[config.mk]
export PLATFORM = sky130hd
export DESIGN_NAME = infix_expression_evaluator_unit
export DESIGN_NICKNAME = d
export VERILOG_FILES = /design/src/hw/rtl/iee_pkg.sv /design/src/hw/rtl/iee_stack_mem.sv /design/src/hw/rtl/iee_divider.sv /design/src/hw/rtl/infix_expression_evaluator_unit.sv
export VERILOG_INCLUDE_DIRS = /design/src /design/src/hw/rtl
export SDC_FILE = /design/constraint.sdc
export NUM_CORES = 2
export LEC_CHECK = 0
export BUFFER_PORTS_ARGS = -buffer_cell sky130_fd_sc_hd__buf_2
export CAP_MARGIN = 20
export CORE_ASPECT_RATIO = 0.7
export CORE_MARGIN = 4
export CORE_UTILIZATION = 59
export CTS_CLUSTER_SIZE = 8
export DETAILED_ROUTE_END_ITERATION = 8
export PLACE_DENSITY = 0.83
export SKIP_LAST_GASP = 1
export SLEW_MARGIN = 20
export SYNTH_ARGS = -nofsm -noshare
export SYNTH_HDL_FRONTEND = slang
export SYNTH_SLANG_ARGS = --single-unit
[constraint.sdc]
create_clock -name clk -period 7.36 [get_ports clk]
set_input_delay 0.736 -clock clk [delete_from_list [all_inputs] [get_ports clk]]
set_output_delay 0.736 -clock clk [all_outputs]
set_load 0.01 [all_outputs]
[src/hw/rtl/infix_expression_evaluator_unit_assert.svh]
// assertion macros for the infix expression evaluator
`ifndef INFIX_EXPRESSION_EVALUATOR_UNIT_ASSERT_SVH
`define INFIX_EXPRESSION_EVALUATOR_UNIT_ASSERT_SVH

// same-cycle implication
`define IEE_ASSERT_NOW(lbl, ck, rn, ante, cons) \
	lbl: assert property (@(posedge ck) disable iff (!rn) (ante) |-> (cons)) \
	else $error("iee assertion failed");

// next-cycle implication
`define IEE_ASSERT_NEXT(lbl, ck, rn, ante, cons) \
	lbl: assert property (@(posedge ck) disable iff (!rn) (ante) |=> (cons)) \
	else $error("iee assertion failed");

`endif

[src/hw/rtl/iee_pkg.sv]
// ----------------------------------------------------------------------------
// iee_pkg
// types, codes and tables shared by the expression evaluator
// ----------------------------------------------------------------------------
`timescale 1ns / 1ps

package iee_pkg;

	localparam int VALUE_DEPTH_DEF    = 16;
	localparam int OPERATOR_DEPTH_DEF = 16;

	localparam logic [2:0] OP_END = 3'd0;
	localparam logic [2:0] OP_ADD = 3'd2;
	localparam logic [2:0] OP_SUB = 3'd3;
	localparam logic [2:0] OP_MUL = 3'd4;
	localparam logic [2:0] OP_DIV = 3'd5;
	localparam logic [2:0] OP_LPAR = 3'd6;
	localparam logic [2:0] OP_RPAR = 3'd7;

	localparam logic [2:0] ST_OK        = 3'd0;
	localparam logic [2:0] ST_BADCHAR   = 3'd1;
	localparam logic [2:0] ST_MALFORMED = 3'd2;
	localparam logic [2:0] ST_OVERFLOW  = 3'd3;
	localparam logic [2:0] ST_DIVZERO   = 3'd4;

	localparam logic [7:0] CH_0     = 8'h30;
	localparam logic [7:0] CH_9     = 8'h39;
	localparam logic [7:0] CH_SPACE = 8'h20;
	localparam logic [7:0] CH_PLUS  = 8'h2b;
	localparam logic [7:0] CH_MINUS = 8'h2d;
	localparam logic [7:0] CH_STAR  = 8'h2a;
	localparam logic [7:0] CH_SLASH = 8'h2f;
	localparam logic [7:0] CH_LPAR  = 8'h28;
	localparam logic [7:0] CH_RPAR  = 8'h29;

	typedef struct packed {
		logic [7:0] char_code;
		logic       last;
	} in_t;

	typedef struct packed {
		logic signed [31:0] result_value;
		logic [2:0]         status;
	} out_t;

	typedef enum logic [3:0] {
		S_IDLE, S_DECODE, S_ACT, S_RED, S_RED_CHK, S_APPLY, S_APPLY_Y, S_APPLY_X,
		S_DIV, S_WB, S_RED_DONE, S_CHKLAST, S_ENDNUM, S_ENDRED, S_FINAL, S_EMIT
	} state_t;

	function automatic logic [5:0] prec(input logic [2:0] op);
		logic [5:0] p;
		case (op)
			OP_ADD, OP_SUB: p = 6'd10;
			OP_MUL, OP_DIV: p = 6'd50;
			OP_LPAR, OP_RPAR: p = 6'd5;
			default: p = 6'd0;
		endcase
		return p;
	endfunction

endpackage

[src/hw/rtl/iee_stack_mem.sv]
// ----------------------------------------------------------------------------
// iee_stack_mem
// stack storage, one write and one registered read per cycle
// ----------------------------------------------------------------------------
`timescale 1ns / 1ps

module iee_stack_mem #(
	parameter int WIDTH = 32,
	parameter int DEPTH = iee_pkg::VALUE_DEPTH_DEF,
	localparam int AW = $clog2(DEPTH)
) (
	input  logic             clk,
	input  logic             we,
	input  logic [AW-1:0]    waddr,
	input  logic [WIDTH-1:0] wdata,
	input  logic             re,
	input  logic [AW-1:0]    raddr,
	output logic [WIDTH-1:0] rdata
);

	logic [WIDTH-1:0] mem [DEPTH];
	logic [WIDTH-1:0] rdata_q;

	always_ff @(posedge clk) begin
		if (we) begin
			mem[waddr] <= wdata;
		end
		if (re) begin
			rdata_q <= mem[raddr];
		end
	end

	assign rdata = rdata_q;

endmodule

[src/hw/rtl/iee_divider.sv]
// ----------------------------------------------------------------------------
// iee_divider
// signed 32-bit restoring divider, one quotient bit per cycle, truncating
// ----------------------------------------------------------------------------
`timescale 1ns / 1ps

module iee_divider (
	input  logic        clk,
	input  logic        arst_n,
	input  logic        start,
	input  logic [31:0] dividend,
	input  logic [31:0] divisor,
	output logic        done,
	output logic [31:0] quotient
);

	logic        busy_q;
	logic        done_q;
	logic [4:0]  cnt_q;
	logic        neg_q;
	logic [31:0] rem_q;
	logic [31:0] quo_q;
	logic [31:0] den_q;
	logic [32:0] shifted;
	logic [32:0] diff;

	assign shifted = {rem_q, quo_q[31]};
	assign diff    = shifted - {1'b0, den_q};

	always_ff @(posedge clk or negedge arst_n) begin
		if (!arst_n) begin
			busy_q <= 1'b0;
			done_q <= 1'b0;
			cnt_q  <= '0;
		end else begin
			done_q <= 1'b0;
			if (start) begin
				busy_q <= 1'b1;
				cnt_q  <= '0;
			end else if (busy_q) begin
				cnt_q <= cnt_q + 5'd1;
				if (cnt_q == 5'd31) begin
					busy_q <= 1'b0;
					done_q <= 1'b1;
				end
			end
		end
	end

	always_ff @(posedge clk) begin
		if (start) begin
			neg_q <= dividend[31] ^ divisor[31];
			rem_q <= '0;
			quo_q <= dividend[31] ? 32'd0 - dividend : dividend;
			den_q <= divisor[31] ? 32'd0 - divisor : divisor;
		end else if (busy_q) begin
			if (!diff[32]) begin
				rem_q <= diff[31:0];
				quo_q <= {quo_q[30:0], 1'b1};
			end else begin
				rem_q <= shifted[31:0];
				quo_q <= {quo_q[30:0], 1'b0};
			end
		end
	end

	assign done     = done_q;
	assign quotient = neg_q ? 32'd0 - quo_q : quo_q;

endmodule

[src/hw/rtl/infix_expression_evaluator_unit.sv]
// An expression request carries one ASCII character (digit, space, + - * / or
// parentheses) and a last flag; one result with value and status leaves after
// each last character. Values and operators sit in two stack memories, each
// with one write port and a registered read port. A digit is folded into the
// number in the decode state; any other character goes on to the action state,
// and an operator first reduces the operator stack, applying each operator it
// pops, a divide in the iterative divider. The end of an expression pushes any
// pending number and reduces. A new request is taken while a result waits on the output.
// ----------------------------------------------------------------------------
// infix_expression_evaluator_unit
// shunting-yard evaluator of integer infix expressions, one character a request
// ----------------------------------------------------------------------------
`timescale 1ns / 1ps

module infix_expression_evaluator_unit #(
	parameter int VALUE_DEPTH    = iee_pkg::VALUE_DEPTH_DEF,
	parameter int OPERATOR_DEPTH = iee_pkg::OPERATOR_DEPTH_DEF
) (
	input  logic           clk,
	input  logic           arst_n,
	input  logic           in_valid,
	output logic           in_ready,
	input  iee_pkg::in_t   in_data,
	output logic           out_valid,
	input  logic           out_ready,
	output iee_pkg::out_t  out_data
);

	localparam int VCW = $clog2(VALUE_DEPTH + 1);
	localparam int VAW = $clog2(VALUE_DEPTH);
	localparam int OCW = $clog2(OPERATOR_DEPTH + 1);
	localparam int OAW = $clog2(OPERATOR_DEPTH);

	iee_pkg::state_t state_q, state_d;
	logic [7:0]    ch_q, ch_d;
	logic          last_q, last_d;
	logic [31:0]   acc_q, acc_d;
	logic          innum_q, innum_d;
	logic [2:0]    err_q, err_d;
	logic [VCW-1:0] vcnt_q, vcnt_d;
	logic [OCW-1:0] ocnt_q, ocnt_d;
	logic [2:0]    nop_q, nop_d;
	logic [2:0]    top_q, top_d;
	logic          match_q, match_d;
	logic [31:0]   y_q, y_d;
	logic [31:0]   r_q, r_d;
	logic          out_valid_q, out_valid_d;
	iee_pkg::out_t out_q, out_d;

	logic           v_we, v_re, o_we, o_re;
	logic [VAW-1:0] v_waddr, v_raddr;
	logic [31:0]    v_wdata, v_rdata;
	logic [OAW-1:0] o_waddr, o_raddr;
	logic [2:0]     o_wdata, o_rdata;
	logic           div_start, div_done;
	logic [31:0]    div_q;
	logic [VCW-1:0] vm1, vm2;
	logic [OCW-1:0] om1;

	assign vm1 = vcnt_q - VCW'(1);
	assign vm2 = vcnt_q - VCW'(2);
	assign om1 = ocnt_q - OCW'(1);

	iee_stack_mem #(.WIDTH(32), .DEPTH(VALUE_DEPTH)) u_vstack (
		.clk(clk), .we(v_we), .waddr(v_waddr), .wdata(v_wdata),
		.re(v_re), .raddr(v_raddr), .rdata(v_rdata)
	);

	iee_stack_mem #(.WIDTH(3), .DEPTH(OPERATOR_DEPTH)) u_ostack (
		.clk(clk), .we(o_we), .waddr(o_waddr), .wdata(o_wdata),
		.re(o_re), .raddr(o_raddr), .rdata(o_rdata)
	);

	iee_divider u_div (
		.clk(clk), .arst_n(arst_n), .start(div_start),
		.dividend(v_rdata), .divisor(y_q), .done(div_done), .quotient(div_q)
	);

	assign in_ready  = (state_q == iee_pkg::S_IDLE);
	assign out_valid = out_valid_q;
	assign out_data  = out_q;

	always_ff @(posedge clk or negedge arst_n) begin
		if (!arst_n) begin
			state_q     <= iee_pkg::S_IDLE;
			acc_q       <= '0;
			innum_q     <= 1'b0;
			err_q       <= iee_pkg::ST_OK;
			vcnt_q      <= '0;
			ocnt_q      <= '0;
			match_q     <= 1'b0;
			out_valid_q <= 1'b0;
		end else begin
			state_q     <= state_d;
			acc_q       <= acc_d;
			innum_q     <= innum_d;
			err_q       <= err_d;
			vcnt_q      <= vcnt_d;
			ocnt_q      <= ocnt_d;
			match_q     <= match_d;
			out_valid_q <= out_valid_d;
		end
	end

	always_ff @(posedge clk) begin
		ch_q   <= ch_d;
		last_q <= last_d;
		nop_q  <= nop_d;
		top_q  <= top_d;
		y_q    <= y_d;
		r_q    <= r_d;
		out_q  <= out_d;
	end

	always_comb begin
		state_d = state_q;
		ch_d = ch_q;
		last_d = last_q;
		acc_d = acc_q;
		innum_d = innum_q;
		err_d = err_q;
		vcnt_d = vcnt_q;
		ocnt_d = ocnt_q;
		nop_d = nop_q;
		top_d = top_q;
		match_d = match_q;
		y_d = y_q;
		r_d = r_q;
		out_d = out_q;
		out_valid_d = out_valid_q && !out_ready;
		v_we = 1'b0;
		v_waddr = vcnt_q[VAW-1:0];
		v_wdata = acc_q;
		v_re = 1'b0;
		v_raddr = vm1[VAW-1:0];
		o_we = 1'b0;
		o_waddr = ocnt_q[OAW-1:0];
		o_wdata = nop_q;
		o_re = 1'b0;
		o_raddr = om1[OAW-1:0];
		div_start = 1'b0;

		case (state_q)
			iee_pkg::S_IDLE: begin
				if (in_valid) begin
					ch_d = in_data.char_code;
					last_d = in_data.last;
					state_d = iee_pkg::S_DECODE;
				end
			end
			iee_pkg::S_DECODE: begin
				if (err_q != iee_pkg::ST_OK) begin
					state_d = iee_pkg::S_CHKLAST;
				end else if (ch_q >= iee_pkg::CH_0 && ch_q <= iee_pkg::CH_9) begin
					acc_d = (acc_q << 3) + (acc_q << 1) + {28'd0, ch_q[3:0]};
					innum_d = 1'b1;
					state_d = iee_pkg::S_CHKLAST;
				end else begin
					if (innum_q) begin
						if (vcnt_q == VCW'(VALUE_DEPTH)) begin
							err_d = iee_pkg::ST_OVERFLOW;
						end else begin
							v_we = 1'b1;
							vcnt_d = vcnt_q + VCW'(1);
						end
						acc_d = '0;
						innum_d = 1'b0;
					end
					state_d = iee_pkg::S_ACT;
				end
			end
			iee_pkg::S_ACT: begin
				state_d = iee_pkg::S_CHKLAST;
				match_d = 1'b0;
				if (err_q == iee_pkg::ST_OK) begin
					case (ch_q)
						iee_pkg::CH_SPACE: ;
						iee_pkg::CH_PLUS: begin
							nop_d = iee_pkg::OP_ADD;
							state_d = iee_pkg::S_RED;
						end
						iee_pkg::CH_MINUS: begin
							nop_d = iee_pkg::OP_SUB;
							state_d = iee_pkg::S_RED;
						end
						iee_pkg::CH_STAR: begin
							nop_d = iee_pkg::OP_MUL;
							state_d = iee_pkg::S_RED;
						end
						iee_pkg::CH_SLASH: begin
							nop_d = iee_pkg::OP_DIV;
							state_d = iee_pkg::S_RED;
						end
						iee_pkg::CH_RPAR: begin
							nop_d = iee_pkg::OP_RPAR;
							state_d = iee_pkg::S_RED;
						end
						iee_pkg::CH_LPAR: begin
							if (ocnt_q == OCW'(OPERATOR_DEPTH)) begin
								err_d = iee_pkg::ST_OVERFLOW;
							end else begin
								o_we = 1'b1;
								o_wdata = iee_pkg::OP_LPAR;
								ocnt_d = ocnt_q + OCW'(1);
							end
						end
						default: err_d = iee_pkg::ST_BADCHAR;
					endcase
				end
			end
			iee_pkg::S_RED: begin
				if (ocnt_q == '0 || err_q != iee_pkg::ST_OK) begin
					state_d = iee_pkg::S_RED_DONE;
				end else begin
					o_re = 1'b1;
					state_d = iee_pkg::S_RED_CHK;
				end
			end
			iee_pkg::S_RED_CHK: begin
				state_d = iee_pkg::S_RED_DONE;
				if (o_rdata == iee_pkg::OP_LPAR) begin
					if (nop_q == iee_pkg::OP_RPAR) begin
						ocnt_d = om1;
						match_d = 1'b1;
					end
				end else if (iee_pkg::prec(o_rdata) >= iee_pkg::prec(nop_q)) begin
					ocnt_d = om1;
					top_d = o_rdata;
					state_d = iee_pkg::S_APPLY;
				end
			end
			iee_pkg::S_APPLY: begin
				if (vcnt_q < VCW'(2)) begin
					err_d = iee_pkg::ST_MALFORMED;
					state_d = iee_pkg::S_RED;
				end else begin
					v_re = 1'b1;
					state_d = iee_pkg::S_APPLY_Y;
				end
			end
			iee_pkg::S_APPLY_Y: begin
				y_d = v_rdata;
				v_re = 1'b1;
				v_raddr = vm2[VAW-1:0];
				state_d = iee_pkg::S_APPLY_X;
			end
			iee_pkg::S_APPLY_X: begin
				state_d = iee_pkg::S_WB;
				case (top_q)
					iee_pkg::OP_ADD: r_d = v_rdata + y_q;
					iee_pkg::OP_SUB: r_d = v_rdata - y_q;
					iee_pkg::OP_MUL: r_d = v_rdata * y_q;
					default: begin
						if (y_q == '0) begin
							err_d = iee_pkg::ST_DIVZERO;
							state_d = iee_pkg::S_RED;
						end else begin
							div_start = 1'b1;
							state_d = iee_pkg::S_DIV;
						end
					end
				endcase
			end
			iee_pkg::S_DIV: begin
				if (div_done) begin
					r_d = div_q;
					state_d = iee_pkg::S_WB;
				end
			end
			iee_pkg::S_WB: begin
				v_we = 1'b1;
				v_waddr = vm2[VAW-1:0];
				v_wdata = r_q;
				vcnt_d = vm1;
				state_d = iee_pkg::S_RED;
			end
			iee_pkg::S_RED_DONE: begin
				state_d = (nop_q == iee_pkg::OP_END) ? iee_pkg::S_FINAL : iee_pkg::S_CHKLAST;
				if (err_q == iee_pkg::ST_OK) begin
					if (nop_q == iee_pkg::OP_RPAR) begin
						if (!match_q) begin
							err_d = iee_pkg::ST_MALFORMED;
						end
					end else if (nop_q == iee_pkg::OP_END) begin
						if (ocnt_q != '0) begin
							err_d = iee_pkg::ST_MALFORMED;
						end
					end else if (ocnt_q == OCW'(OPERATOR_DEPTH)) begin
						err_d = iee_pkg::ST_OVERFLOW;
					end else begin
						o_we = 1'b1;
						ocnt_d = ocnt_q + OCW'(1);
					end
				end
			end
			iee_pkg::S_CHKLAST: begin
				state_d = last_q ? iee_pkg::S_ENDNUM : iee_pkg::S_IDLE;
			end
			iee_pkg::S_ENDNUM: begin
				if (err_q == iee_pkg::ST_OK && innum_q) begin
					if (vcnt_q == VCW'(VALUE_DEPTH)) begin
						err_d = iee_pkg::ST_OVERFLOW;
					end else begin
						v_we = 1'b1;
						vcnt_d = vcnt_q + VCW'(1);
					end
					innum_d = 1'b0;
				end
				state_d = iee_pkg::S_ENDRED;
			end
			iee_pkg::S_ENDRED: begin
				nop_d = iee_pkg::OP_END;
				match_d = 1'b0;
				state_d = (err_q == iee_pkg::ST_OK) ? iee_pkg::S_RED : iee_pkg::S_FINAL;
			end
			iee_pkg::S_FINAL: begin
				if (err_q == iee_pkg::ST_OK && vcnt_q != VCW'(1)) begin
					err_d = iee_pkg::ST_MALFORMED;
				end
				v_re = 1'b1;
				v_raddr = '0;
				state_d = iee_pkg::S_EMIT;
			end
			iee_pkg::S_EMIT: begin
				if (!out_valid_q || out_ready) begin
					out_valid_d = 1'b1;
					out_d.status = err_q;
					out_d.result_value = (err_q == iee_pkg::ST_OK) ? v_rdata : 32'd0;
					vcnt_d = '0;
					ocnt_d = '0;
					acc_d = '0;
					innum_d = 1'b0;
					err_d = iee_pkg::ST_OK;
					state_d = iee_pkg::S_IDLE;
				end
			end
			default: state_d = iee_pkg::S_IDLE;
		endcase
	end

`include "infix_expression_evaluator_unit_assert.svh"

	`IEE_ASSERT_NOW(a_vcnt_bound, clk, arst_n, 1'b1, vcnt_q <= VCW'(VALUE_DEPTH))
	`IEE_ASSERT_NOW(a_ocnt_bound, clk, arst_n, 1'b1, ocnt_q <= OCW'(OPERATOR_DEPTH))
	`IEE_ASSERT_NOW(a_err_zero, clk, arst_n,
		out_valid && out_data.status != iee_pkg::ST_OK, out_data.result_value == 32'sd0)
	`IEE_ASSERT_NEXT(a_err_sticky, clk, arst_n,
		state_q != iee_pkg::S_EMIT && err_q != iee_pkg::ST_OK, err_q == $past(err_q))

endmodule

==> metrics <==
upper clock frequency limit=approximately 0.14 GHz; CTS Sinks=approximately 870; CTS tree=yes; clock latency on the worst-skew pair=0.76 ns; starting density of the core=around three fifths; vias in the first global route=42,300; clock transition at the registers of the reported paths=0.06 ns; die width=roughly 380 µm; initial antenna violation count=7; commonest non-fill, non-tap cell in the layout=nand2_1; Slew @ Worst Pin=around 1.1 ns; relative slew slack=between 20% and 30%; predominant post-synthesis flop cell=edfxtp_1; WL/cell=around 24 µm; proportion of layout cells with a drive suffix above 1=a little under a tenth; Synth Cell Area=0.0583 mm²; Final Setup Violations=0; Register Area=about 0.025 mm²; row cnt=96; Final HPWL DP=110,000 µm; max_cap viols=0; Clock Skew=about 0.074 ns; Finished Core Util=66.1%; area grow syn2layout=11.2%; GRT Util Overall=a little under a third; Layout fillers=~7,000; Port Buf Inserts=slightly below 50; Yosys top cell area share=between 30% and 40%; Multi-input gate area=roughly 0.03 mm²; Tcrit/Tclk final=between 90% and 100%; die area=between 0.1 and 0.15 mm²; pin count of the biggest net entering global routing=173; YS warnings=0; crit-path max FO=11; post-synth top area cell=edfxtp_1; Non-Filler Instances=6,921; # H-tree levels=3; Synth Area per Inst=~11 µm²; worst hold slack=between 0.15 and 0.2 ns; routability cong.=1.01; DRC=0; Worst Path Arrival=7.80 ns; wirelength, routed=~160,000 µm; vias per cell=6.26; total CTS buffers=roughly 120; Nets=about 6,200; crit path capture type=register; Longest Clk Path Bufs=3; CP startpoint kind=register; Tmin final=around 7.2 ns; Via Count=roughly 43,000; final hold vios=0; DRT iter0 DRCs=6,003; CP required=around 7.9 ns; first-pass GRT wire length=250,000 µm; status=completed; Unique masters post-synth=88; hold crit path type=input pin to register; GRT overflow=0; Slew Limit Fails=0; core area=0.0980 mm²; Initial DRT Pass Iterations=6; Post-Syn Instances=about 5,500; most frequent cells in the layout=nand2_1, edfxtp_1, and2_1, inv_1, fa_1; Top Ports=50; die extent in y=271 µm; Clock Tree Root=clkbuf_16; kind of critical path=register to register; syn_nets=about 6,100; Seq cells post-synth=between 800 and 900; Post-CTS Hold Buffers=0; antenna viol nets, final=0; Seq/Total Area, Yosys=43.5%; synth top area cells=edfxtp_1, fa_1, ha_1; unrepaired setup endpoints after global routing=true; EDFF count, synth=774; hold path depth=1; ys async rst share=6.82%; Post-Place Cells=6,680; Reg2Reg Depth=23
repair_timing:
item / CTS / global route
gates resized for setup: 4 / 55
buffers inserted: 0 / 40
cloned: 0 / 1
pin swaps: 0 / 51
setup endpoints to repair: 3 / 10
hold endpoints to repair: 0 / 0
flip-flops by register name (all words and copies together) (netlist names), 3 cells and up:
register and cells:
u_div.den_q 32, nop_q 3, vcnt_q 5, u_div.quo_q 32
out_data 35, err_q 3, u_vstack.mem 512, top_q 3
acc_q 32, u_div.rem_q 32, u_ostack.mem 48, y_q 32
ocnt_q 5, r_q 32, u_div.cnt_q 5, u_ostack.rdata 3
state_q 4, u_vstack.rdata 32, ch_q 8
critical path: stages, from the launching register on:
cell	delay [ns]
edfxtp_1	0.43
buf_4	0.22
and2_1	0.19
fa_1	0.53
inv_1	0.05
fa_1	0.49
fa_1	0.45
fa_1	0.55
inv_1	0.06
fa_1	0.55
fa_1	0.43
fa_1	0.51
fa_1	0.54
ha_4	0.31
nand2_1	0.07
or2_4	0.27
a2111oi_4	0.43
buf_4	0.20
o41ai_4	0.08
nand2b_4	0.16
a21oi_2	0.15
xnor2_1	0.13
nor2_1	0.06
a211oi_1	0.20
cell families after synthesis:
| logic type | count (synthesis) | synth area share (%) |
|---|---|---|
| and+or+nand+nor | 1782 | 14.8 |
| AOI/OAI and AO/OA | 1039 | 11.6 |
| DFF | 865 | 43.5 |
| buffers and inverters | 773 | 5.02 |
| adders and majority gates | 681 | 19.9 |
| xor gates and xnor gates | 283 | 4.27 |
| muxes | 30 | 0.844 |
cell type report:
cell class,instances,share of cell area [%]
Multi-Input combinational cell,3815,47.0
Inverter,451,2.61
Clock buffer,187,4.97
Clock inverter,9,0.321
Sequential cell,865,39.1
Tap cell,1323,2.56
Timing Repair Buffer,268,3.38
Antenna cell,3,0.0116
cells in the mapped netlist, types with 39 or more instances:
master    count
nand2_1     803
edfxtp_1    774
and2_1      483
inv_1       450
fa_1        412
clkbuf_1    300
ha_1        269
a21oi_1     250
o21ai_0     212
nor2_1      200
a211oi_1    190
xnor2_1     145
xor2_1      137
a31oi_1      82
a311oi_1     68
dfrtp_1      59
nor3_1       53
nand2b_1     39
stage by stage:
step | area [µm²] | setup WS, ns | setup TNS, ns
finish | 64800 | 0.115 | 0
global route | 64800 | -0.0900 | -0.201
CTS | 64200 | 0.00799 | 0
detailed placement | 60700 | -0.434 | -1.17
global placement | 60700 | -0.246 | -0.619
floorplan | 58300 | 0.292 | 0
metal layers:
metal  global-route usage, %  vias to the layer above  routed length (µm)
li1                        -                    19000                   -
met1                    45.5                    21300               66200
met2                    45.4                     2629               70800
met3                    8.81                      384               20900
met4                    10.0                        4                5690
met5                       0                        -                  75
worst paths after layout:
| path | end | slack [ns] | startpoint |
|---|---|---|---|
| hold / removal | ch_q[6]$_DFFE_PP_ | 0.17 | in_data[7] |
| hold reg to reg | out_data[0]$_DFFE_PP_ | 0.48 | err_q[0]$_DFFE_PN0P_ |
| min in group asynchronous | state_q[2]$_DFFE_PN0P_ | 0.19 | arst_n |
| max in group asynchronous | acc_q[22]$_DFFE_PN0P_ | 6.49 | arst_n |
| setup reg to reg | r_q[31]$_DFFE_PP_ | 0.12 | y_q[2]$_DFFE_PP_ |
| setup / recovery | r_q[31]$_DFFE_PP_ | 0.12 | y_q[2]$_DFFE_PP_ |
Power is not shown: default switching activity piles up to over one toggle a cycle in this logic, so the estimate is an artifact.
